[src/hdl/scs_pkg.sv]
package scs_pkg;

  localparam int SCS_MAX_TAPS    = 3;
  localparam int SCS_COORD_WIDTH = 16;

  localparam int TAP_W        = 8;
  localparam int LEN_W        = 2;
  localparam int STENCIL_TAPS = 3;
  // A tap sum of three 8-bit weights needs two more bits.
  localparam int DEN_W        = TAP_W + 2;
  localparam int CFG_IDX_W    = 3;
  localparam int CFG_DATA_W   = 8;

  typedef enum logic [CFG_IDX_W-1:0] {
    REG_A_TAP_FIRST  = 3'd0,
    REG_A_TAP_SECOND = 3'd1,
    REG_A_TAP_THIRD  = 3'd2,
    REG_A_LENGTH     = 3'd3,
    REG_B_TAP_FIRST  = 3'd4,
    REG_B_TAP_SECOND = 3'd5,
    REG_B_TAP_THIRD  = 3'd6,
    REG_B_LENGTH     = 3'd7
  } scs_reg_idx_t;

  typedef logic signed [TAP_W-1:0] scs_tap_t;

  typedef struct packed {
    scs_tap_t [STENCIL_TAPS-1:0] taps;
    logic [LEN_W-1:0]            len;
  } scs_stencil_t;

  localparam scs_stencil_t RST_STENCIL_A = '{taps: '{8'sd0, 8'sd4, 8'sd4}, len: 2'd2};
  localparam scs_stencil_t RST_STENCIL_B = '{taps: '{8'sd1, 8'sd6, 8'sd1}, len: 2'd3};

  // Commands from the controller to the datapath.
  typedef struct packed {
    logic       load_point;
    logic       end_net;
    logic       mac_clear;
    logic       mac_step;
    logic       sel_b;
    logic [1:0] tap_k;
    logic [1:0] win_pos;
    logic       div_start;
    logic       out_pass;
    logic       out_result;
    logic       run_end;
  } scs_cmd_t;

  // Status from the datapath to the controller.
  typedef struct packed {
    logic [1:0] seen_clip;
    logic       den_zero;
    logic       div_busy;
    logic       out_free;
  } scs_status_t;

endpackage

[src/hdl/scs_point_if.sv]
interface scs_point_if import scs_pkg::*; #(
  parameter int COORD_WIDTH = SCS_COORD_WIDTH
) ();
  logic                          valid;
  logic                          ready;
  logic signed [COORD_WIDTH-1:0] point_x;
  logic signed [COORD_WIDTH-1:0] point_y;
  logic                          final_point;

  modport source (output valid, point_x, point_y, final_point, input ready);
  modport sink   (input valid, point_x, point_y, final_point, output ready);
endinterface

[src/hdl/scs_result_if.sv]
interface scs_result_if import scs_pkg::*; #(
  parameter int COORD_WIDTH = SCS_COORD_WIDTH
) ();
  logic                          valid;
  logic                          ready;
  logic signed [COORD_WIDTH-1:0] out_x;
  logic signed [COORD_WIDTH-1:0] out_y;
  logic                          zero_sum;
  logic                          run_end;

  modport source (output valid, out_x, out_y, zero_sum, run_end, input ready);
  modport sink   (input valid, out_x, out_y, zero_sum, run_end, output ready);
endinterface

[src/hdl/scs_cfg_if.sv]
interface scs_cfg_if import scs_pkg::*; ();
  logic                  valid;
  logic                  ready;
  logic [CFG_IDX_W-1:0]  index;
  logic [CFG_DATA_W-1:0] data;

  modport source (output valid, index, data, input ready);
  modport sink   (input valid, index, data, output ready);
endinterface

[src/hdl/scs_div.sv]
module scs_div import scs_pkg::*; #(
  parameter int COORD_WIDTH = SCS_COORD_WIDTH
) (
  input  logic                                  clk,
  input  logic                                  rst_n,
  input  logic                                  start,
  input  logic signed [COORD_WIDTH+DEN_W-1:0]   num,
  input  logic signed [DEN_W-1:0]               den,
  output logic                                  busy,
  output logic signed [COORD_WIDTH-1:0]         quot
);

  localparam int NUM_W = COORD_WIDTH + DEN_W;
  localparam int CNT_W = $clog2(COORD_WIDTH);

  logic [NUM_W-1:0]       an;
  logic [DEN_W-1:0]       ad;
  logic [NUM_W-1:0]       dividend;
  logic [NUM_W-1:0]       ad_hi;
  logic                   ovf;

  logic [DEN_W-1:0]       rem_r, rem_nxt;
  logic [COORD_WIDTH-1:0] quo_r, quo_nxt;
  logic [DEN_W-1:0]       ad_r, ad_nxt;
  logic                   neg_r, neg_nxt;
  logic                   sat_r, sat_nxt;
  logic [CNT_W-1:0]       cnt_r, cnt_nxt;
  logic                   busy_r, busy_nxt;

  logic [DEN_W:0]         trial;
  logic [DEN_W:0]         ad_ext;
  logic                   ge;

  logic signed [COORD_WIDTH-1:0] pos_val;
  logic signed [COORD_WIDTH-1:0] neg_val;
  logic                          pos_big;
  logic                          neg_big;

  // Rounding to nearest is folded in by adding half the divisor up front.
  assign an       = num[NUM_W-1] ? NUM_W'(-num) : NUM_W'(num);
  assign ad       = den[DEN_W-1] ? DEN_W'(-den) : DEN_W'(den);
  assign dividend = an + NUM_W'(ad >> 1);
  assign ad_hi    = {ad, {COORD_WIDTH{1'b0}}};
  // A quotient of 2**COORD_WIDTH or more saturates whatever its sign.
  assign ovf      = (dividend >= ad_hi);

  assign trial  = {rem_r, quo_r[COORD_WIDTH-1]};
  assign ad_ext = {1'b0, ad_r};
  assign ge     = (trial >= ad_ext);

  always_comb begin
    rem_nxt  = rem_r;
    quo_nxt  = quo_r;
    ad_nxt   = ad_r;
    neg_nxt  = neg_r;
    sat_nxt  = sat_r;
    cnt_nxt  = cnt_r;
    busy_nxt = busy_r;
    if (start) begin
      rem_nxt  = dividend[NUM_W-1:COORD_WIDTH];
      quo_nxt  = dividend[COORD_WIDTH-1:0];
      ad_nxt   = ad;
      neg_nxt  = num[NUM_W-1] ^ den[DEN_W-1];
      sat_nxt  = ovf;
      cnt_nxt  = CNT_W'(COORD_WIDTH - 1);
      busy_nxt = !ovf;
    end else if (busy_r) begin
      rem_nxt = ge ? DEN_W'(trial - ad_ext) : DEN_W'(trial);
      quo_nxt = {quo_r[COORD_WIDTH-2:0], ge};
      cnt_nxt = cnt_r - CNT_W'(1);
      if (cnt_r == '0) begin
        busy_nxt = 1'b0;
      end
    end
  end

  always_ff @(posedge clk) begin
    if (!rst_n) begin
      busy_r <= 1'b0;
    end else begin
      busy_r <= busy_nxt;
    end
  end

  always_ff @(posedge clk) begin
    rem_r <= rem_nxt;
    quo_r <= quo_nxt;
    ad_r  <= ad_nxt;
    neg_r <= neg_nxt;
    sat_r <= sat_nxt;
    cnt_r <= cnt_nxt;
  end

  assign pos_big = sat_r || quo_r[COORD_WIDTH-1];
  assign neg_big = sat_r || (quo_r[COORD_WIDTH-1] && (quo_r[COORD_WIDTH-2:0] != '0));
  assign pos_val = pos_big ? {1'b0, {(COORD_WIDTH-1){1'b1}}} : quo_r;
  assign neg_val = neg_big ? {1'b1, {(COORD_WIDTH-1){1'b0}}} : -quo_r;

  assign quot = neg_r ? neg_val : pos_val;
  assign busy = busy_r;

endmodule

[src/hdl/scs_dp.sv]
module scs_dp import scs_pkg::*; #(
  parameter int MAX_TAPS    = SCS_MAX_TAPS,
  parameter int COORD_WIDTH = SCS_COORD_WIDTH
) (
  input  logic                          clk,
  input  logic                          rst_n,
  input  scs_cmd_t                      cmd,
  output scs_status_t                   status,
  input  scs_tap_t [STENCIL_TAPS-1:0]   taps_a,
  input  scs_tap_t [STENCIL_TAPS-1:0]   taps_b,
  input  logic signed [COORD_WIDTH-1:0] in_point_x,
  input  logic signed [COORD_WIDTH-1:0] in_point_y,
  input  logic                          out_ready,
  output logic                          out_valid,
  output logic signed [COORD_WIDTH-1:0] out_x,
  output logic signed [COORD_WIDTH-1:0] out_y,
  output logic                          out_zero_sum,
  output logic                          out_run_end
);

  localparam int IW    = $clog2(MAX_TAPS);
  localparam int SW    = $clog2(MAX_TAPS + 1);
  localparam int NUM_W = COORD_WIDTH + DEN_W;
  localparam int PRD_W = COORD_WIDTH + TAP_W;

  logic signed [COORD_WIDTH-1:0] win_x_r [MAX_TAPS];
  logic signed [COORD_WIDTH-1:0] win_y_r [MAX_TAPS];
  logic signed [COORD_WIDTH-1:0] win_x_nxt [MAX_TAPS];
  logic signed [COORD_WIDTH-1:0] win_y_nxt [MAX_TAPS];
  logic [SW-1:0]                 seen_r, seen_nxt;

  logic signed [NUM_W-1:0]       acc_x_r, acc_x_nxt;
  logic signed [NUM_W-1:0]       acc_y_r, acc_y_nxt;
  logic signed [DEN_W-1:0]       den_r, den_nxt;

  scs_tap_t                      tap;
  logic [IW-1:0]                 win_idx;
  logic signed [COORD_WIDTH-1:0] wx;
  logic signed [COORD_WIDTH-1:0] wy;
  logic signed [PRD_W-1:0]       prod_x;
  logic signed [PRD_W-1:0]       prod_y;

  logic signed [COORD_WIDTH-1:0] q_x;
  logic signed [COORD_WIDTH-1:0] q_y;
  logic                          busy_x;
  logic                          busy_y;
  logic                          den_zero;

  logic                          out_valid_r, out_valid_nxt;
  logic signed [COORD_WIDTH-1:0] out_x_r, out_x_nxt;
  logic signed [COORD_WIDTH-1:0] out_y_r, out_y_nxt;
  logic                          zs_r, zs_nxt;
  logic                          re_r, re_nxt;
  logic                          out_free;

  function automatic scs_tap_t tap_of(scs_tap_t [STENCIL_TAPS-1:0] t, logic [1:0] k);
    case (k)
      2'd0:    return t[0];
      2'd1:    return t[1];
      default: return t[2];
    endcase
  endfunction

  // Window shift line, newest point at entry zero.
  always_comb begin
    for (int i = 0; i < MAX_TAPS; i++) begin
      win_x_nxt[i] = win_x_r[i];
      win_y_nxt[i] = win_y_r[i];
    end
    if (cmd.load_point) begin
      win_x_nxt[0] = in_point_x;
      win_y_nxt[0] = in_point_y;
      for (int i = 1; i < MAX_TAPS; i++) begin
        win_x_nxt[i] = win_x_r[i-1];
        win_y_nxt[i] = win_y_r[i-1];
      end
    end
  end

  always_comb begin
    seen_nxt = seen_r;
    if (cmd.end_net) begin
      seen_nxt = '0;
    end else if (cmd.load_point && (int'(seen_r) < MAX_TAPS)) begin
      seen_nxt = seen_r + SW'(1);
    end
  end

  // One tap per cycle into the multiply-accumulate.
  assign tap     = cmd.sel_b ? tap_of(taps_b, cmd.tap_k) : tap_of(taps_a, cmd.tap_k);
  assign win_idx = IW'(cmd.win_pos);
  assign wx      = win_x_r[win_idx];
  assign wy      = win_y_r[win_idx];
  assign prod_x  = wx * tap;
  assign prod_y  = wy * tap;

  always_comb begin
    acc_x_nxt = acc_x_r;
    acc_y_nxt = acc_y_r;
    den_nxt   = den_r;
    if (cmd.mac_clear) begin
      acc_x_nxt = '0;
      acc_y_nxt = '0;
      den_nxt   = '0;
    end else if (cmd.mac_step) begin
      acc_x_nxt = acc_x_r + NUM_W'(prod_x);
      acc_y_nxt = acc_y_r + NUM_W'(prod_y);
      den_nxt   = den_r + DEN_W'(tap);
    end
  end

  assign den_zero = (den_r == '0);

  scs_div #(.COORD_WIDTH(COORD_WIDTH)) u_div_x (
    .clk   (clk),
    .rst_n (rst_n),
    .start (cmd.div_start),
    .num   (acc_x_r),
    .den   (den_r),
    .busy  (busy_x),
    .quot  (q_x)
  );

  scs_div #(.COORD_WIDTH(COORD_WIDTH)) u_div_y (
    .clk   (clk),
    .rst_n (rst_n),
    .start (cmd.div_start),
    .num   (acc_y_r),
    .den   (den_r),
    .busy  (busy_y),
    .quot  (q_y)
  );

  // Output register: a result may wait here while the controller goes on.
  assign out_free = !out_valid_r || out_ready;

  always_comb begin
    out_valid_nxt = out_valid_r;
    out_x_nxt     = out_x_r;
    out_y_nxt     = out_y_r;
    zs_nxt        = zs_r;
    re_nxt        = re_r;
    if (out_ready) begin
      out_valid_nxt = 1'b0;
    end
    if (cmd.out_pass) begin
      out_valid_nxt = 1'b1;
      out_x_nxt     = win_x_r[0];
      out_y_nxt     = win_y_r[0];
      zs_nxt        = 1'b0;
      re_nxt        = cmd.run_end;
    end else if (cmd.out_result) begin
      out_valid_nxt = 1'b1;
      out_x_nxt     = den_zero ? '0 : q_x;
      out_y_nxt     = den_zero ? '0 : q_y;
      zs_nxt        = den_zero;
      re_nxt        = 1'b0;
    end
  end

  always_ff @(posedge clk) begin
    if (!rst_n) begin
      seen_r      <= '0;
      out_valid_r <= 1'b0;
    end else begin
      seen_r      <= seen_nxt;
      out_valid_r <= out_valid_nxt;
    end
  end

  always_ff @(posedge clk) begin
    for (int i = 0; i < MAX_TAPS; i++) begin
      win_x_r[i] <= win_x_nxt[i];
      win_y_r[i] <= win_y_nxt[i];
    end
    acc_x_r <= acc_x_nxt;
    acc_y_r <= acc_y_nxt;
    den_r   <= den_nxt;
    out_x_r <= out_x_nxt;
    out_y_r <= out_y_nxt;
    zs_r    <= zs_nxt;
    re_r    <= re_nxt;
  end

  assign status.seen_clip = (int'(seen_r) > 3) ? 2'd3 : 2'(seen_r);
  assign status.den_zero  = den_zero;
  assign status.div_busy  = busy_x | busy_y;
  assign status.out_free  = out_free;

  assign out_valid    = out_valid_r;
  assign out_x        = out_x_r;
  assign out_y        = out_y_r;
  assign out_zero_sum = zs_r;
  assign out_run_end  = re_r;

  a_no_overwrite: assert property (@(posedge clk) disable iff (!rst_n)
    (cmd.out_pass || cmd.out_result) |-> out_free)
    else $error("result loaded over an untaken transaction");

  a_div_idle_on_start: assert property (@(posedge clk) disable iff (!rst_n)
    cmd.div_start |-> !(busy_x || busy_y))
    else $error("divider started while busy");

endmodule

[src/hdl/scs_ctrl.sv]
module scs_ctrl import scs_pkg::*; #(
  parameter int MAX_TAPS = SCS_MAX_TAPS
) (
  input  logic             clk,
  input  logic             rst_n,
  input  logic             in_valid,
  input  logic             in_final,
  output logic             in_ready,
  input  logic [LEN_W-1:0] len_a,
  input  logic [LEN_W-1:0] len_b,
  input  scs_status_t      status,
  output scs_cmd_t         cmd
);

  typedef enum logic [6:0] {
    S_IDLE  = 7'b0000001,
    S_PLAN  = 7'b0000010,
    S_PICK  = 7'b0000100,
    S_MAC   = 7'b0001000,
    S_DIVGO = 7'b0010000,
    S_DIV   = 7'b0100000,
    S_OUT   = 7'b1000000
  } state_t;

  // Result jobs of one point, in emission order.
  localparam int NUM_SLOTS = 8;
  localparam logic [2:0] SLOT_FIRST   = 3'd0;
  localparam logic [2:0] SLOT_A_MAIN  = 3'd1;
  localparam logic [2:0] SLOT_B_MAIN  = 3'd2;
  localparam logic [2:0] SLOT_A_TAIL1 = 3'd3;
  localparam logic [2:0] SLOT_B_TAIL1 = 3'd4;
  localparam logic [2:0] SLOT_A_TAIL0 = 3'd5;
  localparam logic [2:0] SLOT_B_TAIL0 = 3'd6;
  localparam logic [2:0] SLOT_LAST    = 3'd7;

  state_t                 state_r, state_nxt;
  logic                   first_r, first_nxt;
  logic                   final_r, final_nxt;
  logic [NUM_SLOTS-1:0]   pend_r, pend_nxt;
  logic                   sel_b_r, sel_b_nxt;
  logic [1:0]             d_r, d_nxt;
  logic [1:0]             u_r, u_nxt;
  logic [1:0]             k_r, k_nxt;

  logic [LEN_W-1:0]       ua, ub, sa, sb, m;
  logic [NUM_SLOTS-1:0]   plan;
  logic [NUM_SLOTS-1:0]   lowest;
  logic [2:0]             cur_slot;
  logic                   job_pass;
  logic                   job_b;
  logic [1:0]             job_d;

  function automatic logic [LEN_W-1:0] clamp_len(logic [LEN_W-1:0] l);
    if (int'(l) > MAX_TAPS) begin
      return LEN_W'(MAX_TAPS);
    end
    return l;
  endfunction

  assign ua = clamp_len(len_a);
  assign ub = clamp_len(len_b);
  assign sa = (ua == '0) ? LEN_W'(1) : ua;
  assign sb = (ub == '0) ? LEN_W'(1) : ub;
  assign m  = (sa > sb) ? sa : sb;

  // Evaluated in the cycle after the point is taken, so seen_clip is updated.
  always_comb begin
    plan               = '0;
    plan[SLOT_FIRST]   = first_r;
    plan[SLOT_A_MAIN]  = (status.seen_clip >= m);
    plan[SLOT_B_MAIN]  = (status.seen_clip >= m);
    plan[SLOT_A_TAIL1] = final_r && (m == 2'd3) && (status.seen_clip > 2'd1) && (sa <= 2'd2);
    plan[SLOT_B_TAIL1] = final_r && (m == 2'd3) && (status.seen_clip > 2'd1) && (sb <= 2'd2);
    plan[SLOT_A_TAIL0] = final_r && (m >= 2'd2) && (sa == 2'd1);
    plan[SLOT_B_TAIL0] = final_r && (m >= 2'd2) && (sb == 2'd1);
    plan[SLOT_LAST]    = final_r;
  end

  assign lowest = pend_r & (~pend_r + NUM_SLOTS'(1));

  always_comb begin
    cur_slot = SLOT_FIRST;
    for (int i = NUM_SLOTS - 1; i >= 0; i--) begin
      if (pend_r[i]) begin
        cur_slot = 3'(i);
      end
    end
  end

  always_comb begin
    job_pass = 1'b0;
    job_b    = 1'b0;
    job_d    = 2'd0;
    case (cur_slot) inside
      SLOT_FIRST, SLOT_LAST: job_pass = 1'b1;
      SLOT_A_MAIN:           job_d = m - 2'd1;
      SLOT_B_MAIN: begin
        job_b = 1'b1;
        job_d = m - 2'd1;
      end
      SLOT_A_TAIL1:          job_d = 2'd1;
      SLOT_B_TAIL1: begin
        job_b = 1'b1;
        job_d = 2'd1;
      end
      SLOT_A_TAIL0:          job_d = 2'd0;
      SLOT_B_TAIL0:          job_b = 1'b1;
      default:               job_pass = 1'b0;
    endcase
  end

  always_comb begin
    state_nxt = state_r;
    first_nxt = first_r;
    final_nxt = final_r;
    pend_nxt  = pend_r;
    sel_b_nxt = sel_b_r;
    d_nxt     = d_r;
    u_nxt     = u_r;
    k_nxt     = k_r;
    cmd       = '0;
    in_ready  = 1'b0;
    unique case (state_r)
      S_IDLE: begin
        in_ready = 1'b1;
        if (in_valid) begin
          cmd.load_point = 1'b1;
          first_nxt      = (status.seen_clip == 2'd0);
          final_nxt      = in_final;
          state_nxt      = S_PLAN;
        end
      end
      S_PLAN: begin
        pend_nxt  = plan;
        state_nxt = S_PICK;
      end
      S_PICK: begin
        if (pend_r == '0) begin
          state_nxt = S_IDLE;
        end else if (job_pass) begin
          if (status.out_free) begin
            cmd.out_pass = 1'b1;
            cmd.run_end  = (cur_slot == SLOT_LAST);
            cmd.end_net  = (cur_slot == SLOT_LAST);
            pend_nxt     = pend_r & ~lowest;
          end
        end else begin
          cmd.mac_clear = 1'b1;
          pend_nxt      = pend_r & ~lowest;
          sel_b_nxt     = job_b;
          d_nxt         = job_d;
          u_nxt         = job_b ? ub : ua;
          k_nxt         = 2'd0;
          state_nxt     = ((job_b ? ub : ua) == '0) ? S_DIVGO : S_MAC;
        end
      end
      S_MAC: begin
        cmd.mac_step = 1'b1;
        cmd.sel_b    = sel_b_r;
        cmd.tap_k    = k_r;
        cmd.win_pos  = d_r - k_r;
        if (k_r == u_r - 2'd1) begin
          state_nxt = S_DIVGO;
        end else begin
          k_nxt = k_r + 2'd1;
        end
      end
      S_DIVGO: begin
        if (status.den_zero) begin
          state_nxt = S_OUT;
        end else begin
          cmd.div_start = 1'b1;
          state_nxt     = S_DIV;
        end
      end
      S_DIV: begin
        if (!status.div_busy) begin
          state_nxt = S_OUT;
        end
      end
      S_OUT: begin
        if (status.out_free) begin
          cmd.out_result = 1'b1;
          state_nxt      = S_PICK;
        end
      end
      default: state_nxt = S_IDLE;
    endcase
  end

  always_ff @(posedge clk) begin
    if (!rst_n) begin
      state_r <= S_IDLE;
      first_r <= 1'b0;
      final_r <= 1'b0;
      pend_r  <= '0;
    end else begin
      state_r <= state_nxt;
      first_r <= first_nxt;
      final_r <= final_nxt;
      pend_r  <= pend_nxt;
    end
  end

  always_ff @(posedge clk) begin
    sel_b_r <= sel_b_nxt;
    d_r     <= d_nxt;
    u_r     <= u_nxt;
    k_r     <= k_nxt;
  end

  a_tap_count: assert property (@(posedge clk) disable iff (!rst_n)
    (state_r == S_MAC) |-> (k_r < u_r))
    else $error("tap counter ran past the stencil length");

  a_idle_no_jobs: assert property (@(posedge clk) disable iff (!rst_n)
    (state_r == S_IDLE) |-> (pend_r == '0))
    else $error("new point taken with result jobs still pending");

endmodule

[src/hdl/stencil_curve_subdivision_core.sv]
// A point is taken in S_IDLE and planned in S_PLAN; S_PICK then loads a pass-through first result
// into the output register once it is free. Each stencil result runs a tap-serial MAC, then a
// one-bit-per-cycle restoring divider; a saturating quotient or a zero tap sum skips the divide
// loop. A new point is taken only once every result of the last one is in the output register.
// Reset (rst_n low, synchronous): registers return to their defaults, the net count clears and
// the output channel empties; window contents are not cleared since they are never read unfilled.
module stencil_curve_subdivision_core import scs_pkg::*; #(
  parameter int MAX_TAPS    = SCS_MAX_TAPS,
  parameter int COORD_WIDTH = SCS_COORD_WIDTH
) (
  input  logic           clk,
  input  logic           rst_n,
  scs_point_if.sink      in_if,
  scs_result_if.source   out_if,
  scs_cfg_if.sink        cfg_if
);

  // Stencil configuration. Writes are accepted every cycle; the index
  // field covers exactly the eight registers, so every write lands.
  scs_stencil_t cfg_a_r, cfg_a_nxt;
  scs_stencil_t cfg_b_r, cfg_b_nxt;

  scs_cmd_t     cmd;
  scs_status_t  status;

  assign cfg_if.ready = 1'b1;

  always_comb begin
    cfg_a_nxt = cfg_a_r;
    cfg_b_nxt = cfg_b_r;
    if (cfg_if.valid && cfg_if.ready) begin
      unique case (scs_reg_idx_t'(cfg_if.index))
        REG_A_TAP_FIRST:  cfg_a_nxt.taps[0] = cfg_if.data;
        REG_A_TAP_SECOND: cfg_a_nxt.taps[1] = cfg_if.data;
        REG_A_TAP_THIRD:  cfg_a_nxt.taps[2] = cfg_if.data;
        REG_A_LENGTH:     cfg_a_nxt.len     = cfg_if.data[LEN_W-1:0];
        REG_B_TAP_FIRST:  cfg_b_nxt.taps[0] = cfg_if.data;
        REG_B_TAP_SECOND: cfg_b_nxt.taps[1] = cfg_if.data;
        REG_B_TAP_THIRD:  cfg_b_nxt.taps[2] = cfg_if.data;
        REG_B_LENGTH:     cfg_b_nxt.len     = cfg_if.data[LEN_W-1:0];
      endcase
    end
  end

  always_ff @(posedge clk) begin
    if (!rst_n) begin
      cfg_a_r <= RST_STENCIL_A;
      cfg_b_r <= RST_STENCIL_B;
    end else begin
      cfg_a_r <= cfg_a_nxt;
      cfg_b_r <= cfg_b_nxt;
    end
  end

  // The controller takes one point transaction at a time, plans the list
  // of results it causes (first point, the two full stencils, the flushed
  // partial windows and the last point) and walks the datapath through it.
  scs_ctrl #(.MAX_TAPS(MAX_TAPS)) u_ctrl (
    .clk      (clk),
    .rst_n    (rst_n),
    .in_valid (in_if.valid),
    .in_final (in_if.final_point),
    .in_ready (in_if.ready),
    .len_a    (cfg_a_r.len),
    .len_b    (cfg_b_r.len),
    .status   (status),
    .cmd      (cmd)
  );

  // The datapath holds the point window, the multiply-accumulate, two
  // dividers for x and y, and the output register that lets a finished
  // result wait while the next one is being computed.
  scs_dp #(.MAX_TAPS(MAX_TAPS), .COORD_WIDTH(COORD_WIDTH)) u_dp (
    .clk          (clk),
    .rst_n        (rst_n),
    .cmd          (cmd),
    .status       (status),
    .taps_a       (cfg_a_r.taps),
    .taps_b       (cfg_b_r.taps),
    .in_point_x   (in_if.point_x),
    .in_point_y   (in_if.point_y),
    .out_ready    (out_if.ready),
    .out_valid    (out_if.valid),
    .out_x        (out_if.out_x),
    .out_y        (out_if.out_y),
    .out_zero_sum (out_if.zero_sum),
    .out_run_end  (out_if.run_end)
  );

endmodule

[src/flat_wrapper.sv]
// flat-port wrapper written by rule: the top's interface ports become plain ports
module stencil_curve_subdivision_core_flat import scs_pkg::*;
#(
  parameter int MAX_TAPS    = SCS_MAX_TAPS,
  parameter int COORD_WIDTH = SCS_COORD_WIDTH
)
  (clk, rst_n, in_if_valid, in_if_point_x, in_if_point_y, in_if_final_point, in_if_ready, out_if_valid, out_if_out_x, out_if_out_y, out_if_zero_sum, out_if_run_end, out_if_ready, cfg_if_valid, cfg_if_index, cfg_if_data, cfg_if_ready);
  scs_point_if #(.COORD_WIDTH(COORD_WIDTH)) in_if_i ();
  scs_result_if #(.COORD_WIDTH(COORD_WIDTH)) out_if_i ();
  scs_cfg_if cfg_if_i ();
  input  logic clk;
  input  logic rst_n;
  input wire logic [$bits(in_if_i.valid)-1:0] in_if_valid;
  input wire logic [$bits(in_if_i.point_x)-1:0] in_if_point_x;
  input wire logic [$bits(in_if_i.point_y)-1:0] in_if_point_y;
  input wire logic [$bits(in_if_i.final_point)-1:0] in_if_final_point;
  output wire logic [$bits(in_if_i.ready)-1:0] in_if_ready;
  output wire logic [$bits(out_if_i.valid)-1:0] out_if_valid;
  output wire logic [$bits(out_if_i.out_x)-1:0] out_if_out_x;
  output wire logic [$bits(out_if_i.out_y)-1:0] out_if_out_y;
  output wire logic [$bits(out_if_i.zero_sum)-1:0] out_if_zero_sum;
  output wire logic [$bits(out_if_i.run_end)-1:0] out_if_run_end;
  input wire logic [$bits(out_if_i.ready)-1:0] out_if_ready;
  input wire logic [$bits(cfg_if_i.valid)-1:0] cfg_if_valid;
  input wire logic [$bits(cfg_if_i.index)-1:0] cfg_if_index;
  input wire logic [$bits(cfg_if_i.data)-1:0] cfg_if_data;
  output wire logic [$bits(cfg_if_i.ready)-1:0] cfg_if_ready;
  assign in_if_i.valid = in_if_valid;
  assign in_if_i.point_x = in_if_point_x;
  assign in_if_i.point_y = in_if_point_y;
  assign in_if_i.final_point = in_if_final_point;
  assign in_if_ready = in_if_i.ready;
  assign out_if_valid = out_if_i.valid;
  assign out_if_out_x = out_if_i.out_x;
  assign out_if_out_y = out_if_i.out_y;
  assign out_if_zero_sum = out_if_i.zero_sum;
  assign out_if_run_end = out_if_i.run_end;
  assign out_if_i.ready = out_if_ready;
  assign cfg_if_i.valid = cfg_if_valid;
  assign cfg_if_i.index = cfg_if_index;
  assign cfg_if_i.data = cfg_if_data;
  assign cfg_if_ready = cfg_if_i.ready;
  stencil_curve_subdivision_core #(.MAX_TAPS(MAX_TAPS), .COORD_WIDTH(COORD_WIDTH)) u_core (.clk(clk), .rst_n(rst_n), .in_if(in_if_i), .out_if(out_if_i), .cfg_if(cfg_if_i));
endmodule
[config.mk]
export PLATFORM = sky130hd
export DESIGN_NAME = stencil_curve_subdivision_core_flat
export DESIGN_NICKNAME = d
export VERILOG_FILES = /design/src/hdl/scs_pkg.sv /design/src/hdl/scs_point_if.sv /design/src/hdl/scs_result_if.sv /design/src/hdl/scs_cfg_if.sv /design/src/hdl/scs_div.sv /design/src/hdl/scs_dp.sv /design/src/hdl/scs_ctrl.sv /design/src/hdl/stencil_curve_subdivision_core.sv /design/src/flat_wrapper.sv
export SDC_FILE = /design/constraint.sdc
export NUM_CORES = 2
export LEC_CHECK = 0
export ABC_AREA = 1
export BUFFER_PORTS_ARGS = -buffer_cell sky130_fd_sc_hd__buf_2
export CAP_MARGIN = 20
export CORE_MARGIN = 2
export CORE_UTILIZATION = 52
export DETAILED_ROUTE_END_ITERATION = 6
export PLACE_DENSITY = 0.68
export SYNTH_ARGS = -nofsm -noshare
export SYNTH_HDL_FRONTEND = slang
export SYNTH_HIERARCHICAL = 1
export SYNTH_SLANG_ARGS = --single-unit
[constraint.sdc]
create_clock -name clk -period 11.05 [get_ports clk]
set_input_delay 0.5525 -clock clk [delete_from_list [all_inputs] [get_ports clk]]
set_output_delay 0.5525 -clock clk [all_outputs]
set_load 0.03 [all_outputs]
# Word-level counts from Yosys, hierarchy flattened

Memories as Yosys holds them, arrays and structs flattened.
Cells that the tools add are included.

Register bits after elaboration: 251
RAM bits: 96
Input bits: 49
Output and inout port bits: 37
Word-level logic and storage cells: 271
Memories kept: 2

Memories:

| name                | words | width | read ports | clocked after memory_dff | write ports | RTL line     | RTL |
|---|---|---|---|---|---|---|---|
| u_core.u_dp.win_x_r | 3     | 16    | 3          | 0                        | 3           | scs_dp.sv:26 | `logic signed [COORD_WIDTH-1:0] win_x_r [MAX_TAPS];` |
| u_core.u_dp.win_y_r | 3     | 16    | 3          | 0                        | 3           | scs_dp.sv:27 | `logic signed [COORD_WIDTH-1:0] win_y_r [MAX_TAPS];` |

Add/sub/neg operators: 20
$mul: 2
$lt $le $gt $ge: 11
Equality and inequality tests: 36
Muxes and demuxes: 100
Bitwise operators: 10
Reduce and logical (&&, ||, !) cells: 52

Operator list:

| cell                                  | number |
|---|---|
| two-way mux 16 bit                    | 16 |
| two-way mux 48 bit                    | 2 |
| two-way mux 10 bit                    | 7 |
| adder 26 x 24 -> 26 bit               | 2 |
| adder 26 x 9 -> 26 bit                | 2 |
| >= comparator 26 bit                  | 2 |
| two-way mux 26 bit                    | 2 |
| negator 26 bit                        | 2 |
| two-way mux 7 bit                     | 7 |
| case mux 7 bit (7 select lines)       | 1 |
| multiplier 16 x 8 -> 24 bit           | 2 |
| case mux 8 bit (2 select lines)       | 3 |
| two-way mux 1 bit                     | 36 |
| two-way mux 8 bit                     | 4 |
| negator 16 bit                        | 2 |
| nonzero test 15 bit                   | 2 |
| == test 3 bit (second input constant) | 8 |
| two-way mux 3 bit                     | 8 |
| >= comparator 11 x 10 -> 1 bit        | 2 |
| two-way mux 2 bit                     | 11 |
| subtractor 10 bit                     | 2 |
| AND reduction 2 bit                   | 9 |
| bitwise AND 8 bit                     | 2 |
| NOT 8 bit                             | 2 |
| other kinds (48)                      | 95 |

# Longest topological paths before layout

Word-level depth: 22
Mapped depth: 36

# By module

The synthesis kept the hierarchy.

By module, submodules not included:

| module                         | times used | cells an instance | area each (µm²) | seq. area each (µm²) |
|---|---|---|---|---|
| scs_dp                         | 1          | 2,442             | 20,538.4        | 5,195.0 |
| scs_div (u_core.u_dp.u_div_y)  | 1          | 718               | 4,936.0         | 1,241.2 |
| scs_div (u_core.u_dp.u_div_x)  | 1          | 700               | 4,800.9         | 1,241.2 |
| stencil_curve_subdivision_core | 1          | 302               | 2,123.3         | 1,041.0 |
| scs_ctrl                       | 1          | 245               | 1,721.7         | 550.5 |

# Worst setup path before layout

OpenSTA, ideal clock, no wires.

Path kind: flip-flop to flip-flop
From: register u_core.u_ctrl.state_r[6]
To: register u_core.u_dp.acc_x_r[25]
Setup time: 0.117 ns
Arrival: 6.045 ns
Data required time: 10.933 ns
Path slack: 4.888 ns
Stages on the path, launching flop included: 30
Cells stage by stage: dfxtp_1 -> nor2_2 -> nand2_2 -> nor4_4 -> inv_2 -> nor2_1 -> nor2_2 -> buf_6 -> a21oi_2 -> o211ai_2 -> nand2_4 -> inv_2 -> nor2_1 -> fa_1 -> fa_1 -> fa_1 -> inv_1 -> fa_1 -> inv_1 -> ha_1 -> ha_1 -> nand2_1 -> nor2_1 -> inv_1 -> nor3_1 -> nand2_1 -> nand3_1 -> nor2_1 -> nor2_1 -> nor2_1

RTL lines:

| element                | RTL line        | RTL |
|---|---|---|
| start, declared        | scs_ctrl.sv:36  | `state_t state_r, state_nxt;` |
| start signal, assigned | scs_ctrl.sv:198 | `state_r <= state_nxt;` |
| end signal, assigned   | scs_dp.sv:176   | `acc_x_r <= acc_x_nxt;` |
| end, declared          | scs_dp.sv:32    | `logic signed [NUM_W-1:0] acc_x_r, acc_x_nxt;` |

==> impl_metrics.env <==
export IMPL_status="complete, no violations"
export IMPL_synth_top_area_share_pct=18.7
export IMPL_synth_common_cells="nand2_1 (914), inv_1 (785), nor2_1 (514), fa_1 (277), nand3_1 (230)"
export IMPL_peakVddDrop_mv=0.124
export IMPL_p_comb_share_pct=55.2
export IMPL_cp_start_kind="flop"
export IMPL_postSynth_asyncResetShare_pct=0
export IMPL_critPathMaxFanout=64
export IMPL_synthToLayoutAreaGrowth_pct=7.06
export IMPL_cts_setup_buffers=0
export IMPL_insertion_delay_ns=0.60
export IMPL_pwr_share_clk_pct=20.4
export IMPL_swShare_pct=46.4
export IMPL_fp_dieArea_sq_um=67700
export IMPL_track_usage_pct=26.9
export IMPL_rsz0062_at_grt="no"
export IMPL_finClkSkew_ns=0.0293
export IMPL_nets=4948
export IMPL_use_met1_pct=39.8
export IMPL_cts_buffers=41
export IMPL_synth_fp_nets=4932
export IMPL_met3_usage_pct=4.40
export IMPL_worstReg2RegStart="u_core/u_ctrl/state_r[6]"
export IMPL_finalWirelength_um=89600
export IMPL_core_sq_um=64700
export IMPL_max_slew_margin_pct=23.1
export IMPL_vias=28400
export IMPL_cts_num_sinks=357
export IMPL_drv_cap=0
export IMPL_ant_nets=0
export IMPL_hold_start="in_if_point_y[5]"
export IMPL_globalplace_congestion=0.949
export IMPL_cp_required_ns=11.52
export IMPL_wire_per_inst_um=16.9
export IMPL_synth_area_leaders="edfxtp_1 (19%), fa_1 (16%), nand2_1 (10%)"
export IMPL_initial_core_util_pct=52.7
export IMPL_end_kind="flop"
export IMPL_cts_buffer_depth=3
export IMPL_io_pins=86
export IMPL_holdWs_ns=0.136
export IMPL_finalSetupViolations=0
export IMPL_drc=0
export IMPL_worst_pin_slew_ns=1.14
export IMPL_slew_violations=0
export IMPL_grtUsageMet2_pct=40.8
export IMPL_hold_path_class="primary input to flop"
export IMPL_grt_pass1_vias=26700
export IMPL_switchingPower_w=0.00334
export IMPL_finalPower_w=0.00719
export IMPL_drive_gt1_share_pct=8.84
export IMPL_p_int_w=0.00385
export IMPL_antennaDiodeCount=0
export IMPL_cts_hold_buf=0
export IMPL_grt_busiest_layer="met2"
export IMPL_fmax_ghz=0.118
export IMPL_fillers=6042
export IMPL_p_leak_nw=17.8
export IMPL_cts_tree="built"
export IMPL_power_density_nw_per_um2=197
export IMPL_drtIter0Drc=2637
export IMPL_yosysTopAreaCell="edfxtp_1"
export IMPL_io_buffer_count=84
export IMPL_dpl_hpwl_um=69700
export IMPL_grt_max_degree=83
export IMPL_synth_edf_count=212
export IMPL_p_seq_share_pct=24.4
export IMPL_min_period_over_period_pct=76.7
export IMPL_root_buffer="clkbuf_16"
export IMPL_routed_via_density=5.35
export IMPL_critPathLaunch="u_core/u_ctrl/state_r[6]"
export IMPL_ys_flop_type="edfxtp_1"
export IMPL_syn_area_sq_um=34100
export IMPL_worstPathArrival_ns=8.95
export IMPL_htreeDepth=2
export IMPL_synth_cells=4407
export IMPL_rows=93
export IMPL_yosys_cell_types_count=71
export IMPL_syn_area_per_cell_sq_um=7.74
export IMPL_hold_violations=0
export IMPL_yosysMostFrequentCell="nand2_1"
export IMPL_ctsResizeCount=0
export IMPL_timing_setup_tns_ns=0
export IMPL_die_h_um=260
export IMPL_yosysWarnings=6
export IMPL_fin_crit_ns=8.47
export IMPL_synth_seq_cells=357
export IMPL_globalRouteOverflowTotal=0
export IMPL_dr_pass1_iters=6
export IMPL_antenna_found_initial=0
export IMPL_die_w_um=260
export IMPL_grt_pass1_wl_um=144000
export IMPL_seq_area_frac_synth_pct=27.2
export IMPL_critPathKind="flop to flop"
export IMPL_path_clk_slew_ns=0.06
==> placed cells by master, fill, tap and decap left out, drive strengths merged, types with 34 or more instances in the layout <==
| cell type | n |
|---|---|
| edfxtp | 212 |
| a21oi | 167 |
| buf | 106 |
| nor2 | 591 |
| nand4 | 46 |
| nand2 | 969 |
| nor3 | 41 |
| o21ai | 241 |
| o22ai | 34 |
| dfxtp | 145 |
| xor2 | 96 |
| nand3 | 235 |
| ha | 199 |
| inv | 816 |
| clkbuf | 53 |
| fa | 277 |
==> through the flow <==
| step | worst slack (ns) | util [%] | cell area [sq um] | cells |
|---|---|---|---|---|
| global route | 2.14 | 56.5 | 36500 | 5311 |
| finish | 2.58 | 56.5 | 36500 | 5311 |
| floorplan | 4.89 | - | 34100 | 4407 |
| global placement | 2.60 | 54.2 | 35100 | 5232 |
| CTS | 2.63 | 56.4 | 36500 | 5309 |
| detailed placement | 2.67 | 54.2 | 35100 | 5233 |
==> power groups by stage <==
| stage | clock network, W | logic, W | registers (W) |
|---|---|---|---|
| 3_3_place_gp | 0 | 0.00385 | 0.00177 |
| 6_report | 0.00146 | 0.00397 | 0.00176 |
| 5_1_grt | 0.00153 | 0.00452 | 0.00177 |
| 4_1_cts | 0.00149 | 0.00393 | 0.00175 |
| 2_1_floorplan | 0 | 0.00297 | 0.00173 |
| 3_5_place_dp | 0 | 0.00390 | 0.00177 |
==> worst paths after layout <==
path                                                    to  slack [ns]  cells past startpoint
worst min register to register  u_core/u_dp/win_x_r[1][12]        0.44                      0
worst max-delay path               u_core/u_dp/acc_y_r[22]        2.58                     26
worst max register to register     u_core/u_dp/acc_y_r[22]        2.58                     26
worst min-delay path             u_core/u_dp/win_y_r[0][5]        0.14                      1
==> critical path, stage by stage, from the launching register on <==
cell	delay (ns)
dfxtp_1	0.34
nor2_2	0.19
nand2_2	0.13
nor4_4	0.14
buf_4	0.66
inv_2	0.16
nor2_1	0.57
inv_2	0.55
a21oi_1	0.30
o21ai_1	0.10
and2_1	0.38
nor2_1	0.91
fa_1	0.59
fa_1	0.50
fa_1	0.57
fa_1	0.42
ha_1	0.28
ha_1	0.40
nand2_1	0.10
nor2_1	0.14
inv_1	0.06
nor2_1	0.20
nand4_1	0.24
nand4_1	0.16
nand3_1	0.08
nand2_1	0.09
inv_1	0.04
==> layer usage <==
layer	routed length (um)	part of all wire, %
met1	42200	47
met2	38500	43
met3	6700	7.5
met5	0	0
met4	2250	2.5
==> flip-flops by register name, indices dropped and copies added, names as in the netlist, 16 cells and up <==
name / flops
u_core/u_dp/win_x_r: 48
u_core/u_dp/win_y_r: 48
u_core/cfg_a_r: 26
u_core/cfg_b_r: 26
u_core/u_dp/acc_x_r: 26
u_core/u_dp/acc_y_r: 26
u_core/u_dp/out_x: 16
u_core/u_dp/out_y: 16
u_core/u_dp/u_div_x/quo_r: 16
u_core/u_dp/u_div_y/quo_r: 16
==> area by class of cell <==
| cell class | instances | area, sq um | share of cell area (%) |
|---|---|---|---|
| multi-input cells | 3099 | 21100 | 57.7 |
| well taps | 855 | 1070 | 2.93 |
| clock inverters | 23 | 315 | 0.863 |
| clock buffers | 53 | 1110 | 3.04 |
| inverters | 818 | 3090 | 8.45 |
| repair buffers | 106 | 609 | 1.67 |
| flip-flops and latches | 357 | 9270 | 25.4 |
==> logic make-up after synthesis <==
family	after synthesis	share of synthesized area [%]
flip-flops	357	27.2
buffers and inverters	951	11.2
AND/OR/NAND/NOR	1960	25.6
multiplexers	1	0.0293
adder cells (fa/ha/maj)	476	23.5
AO/OA/AOI/OAI	533	8.94
XOR/XNOR	128	3.48
other	1	0.0110
Power figures use the tool's default switching activity.
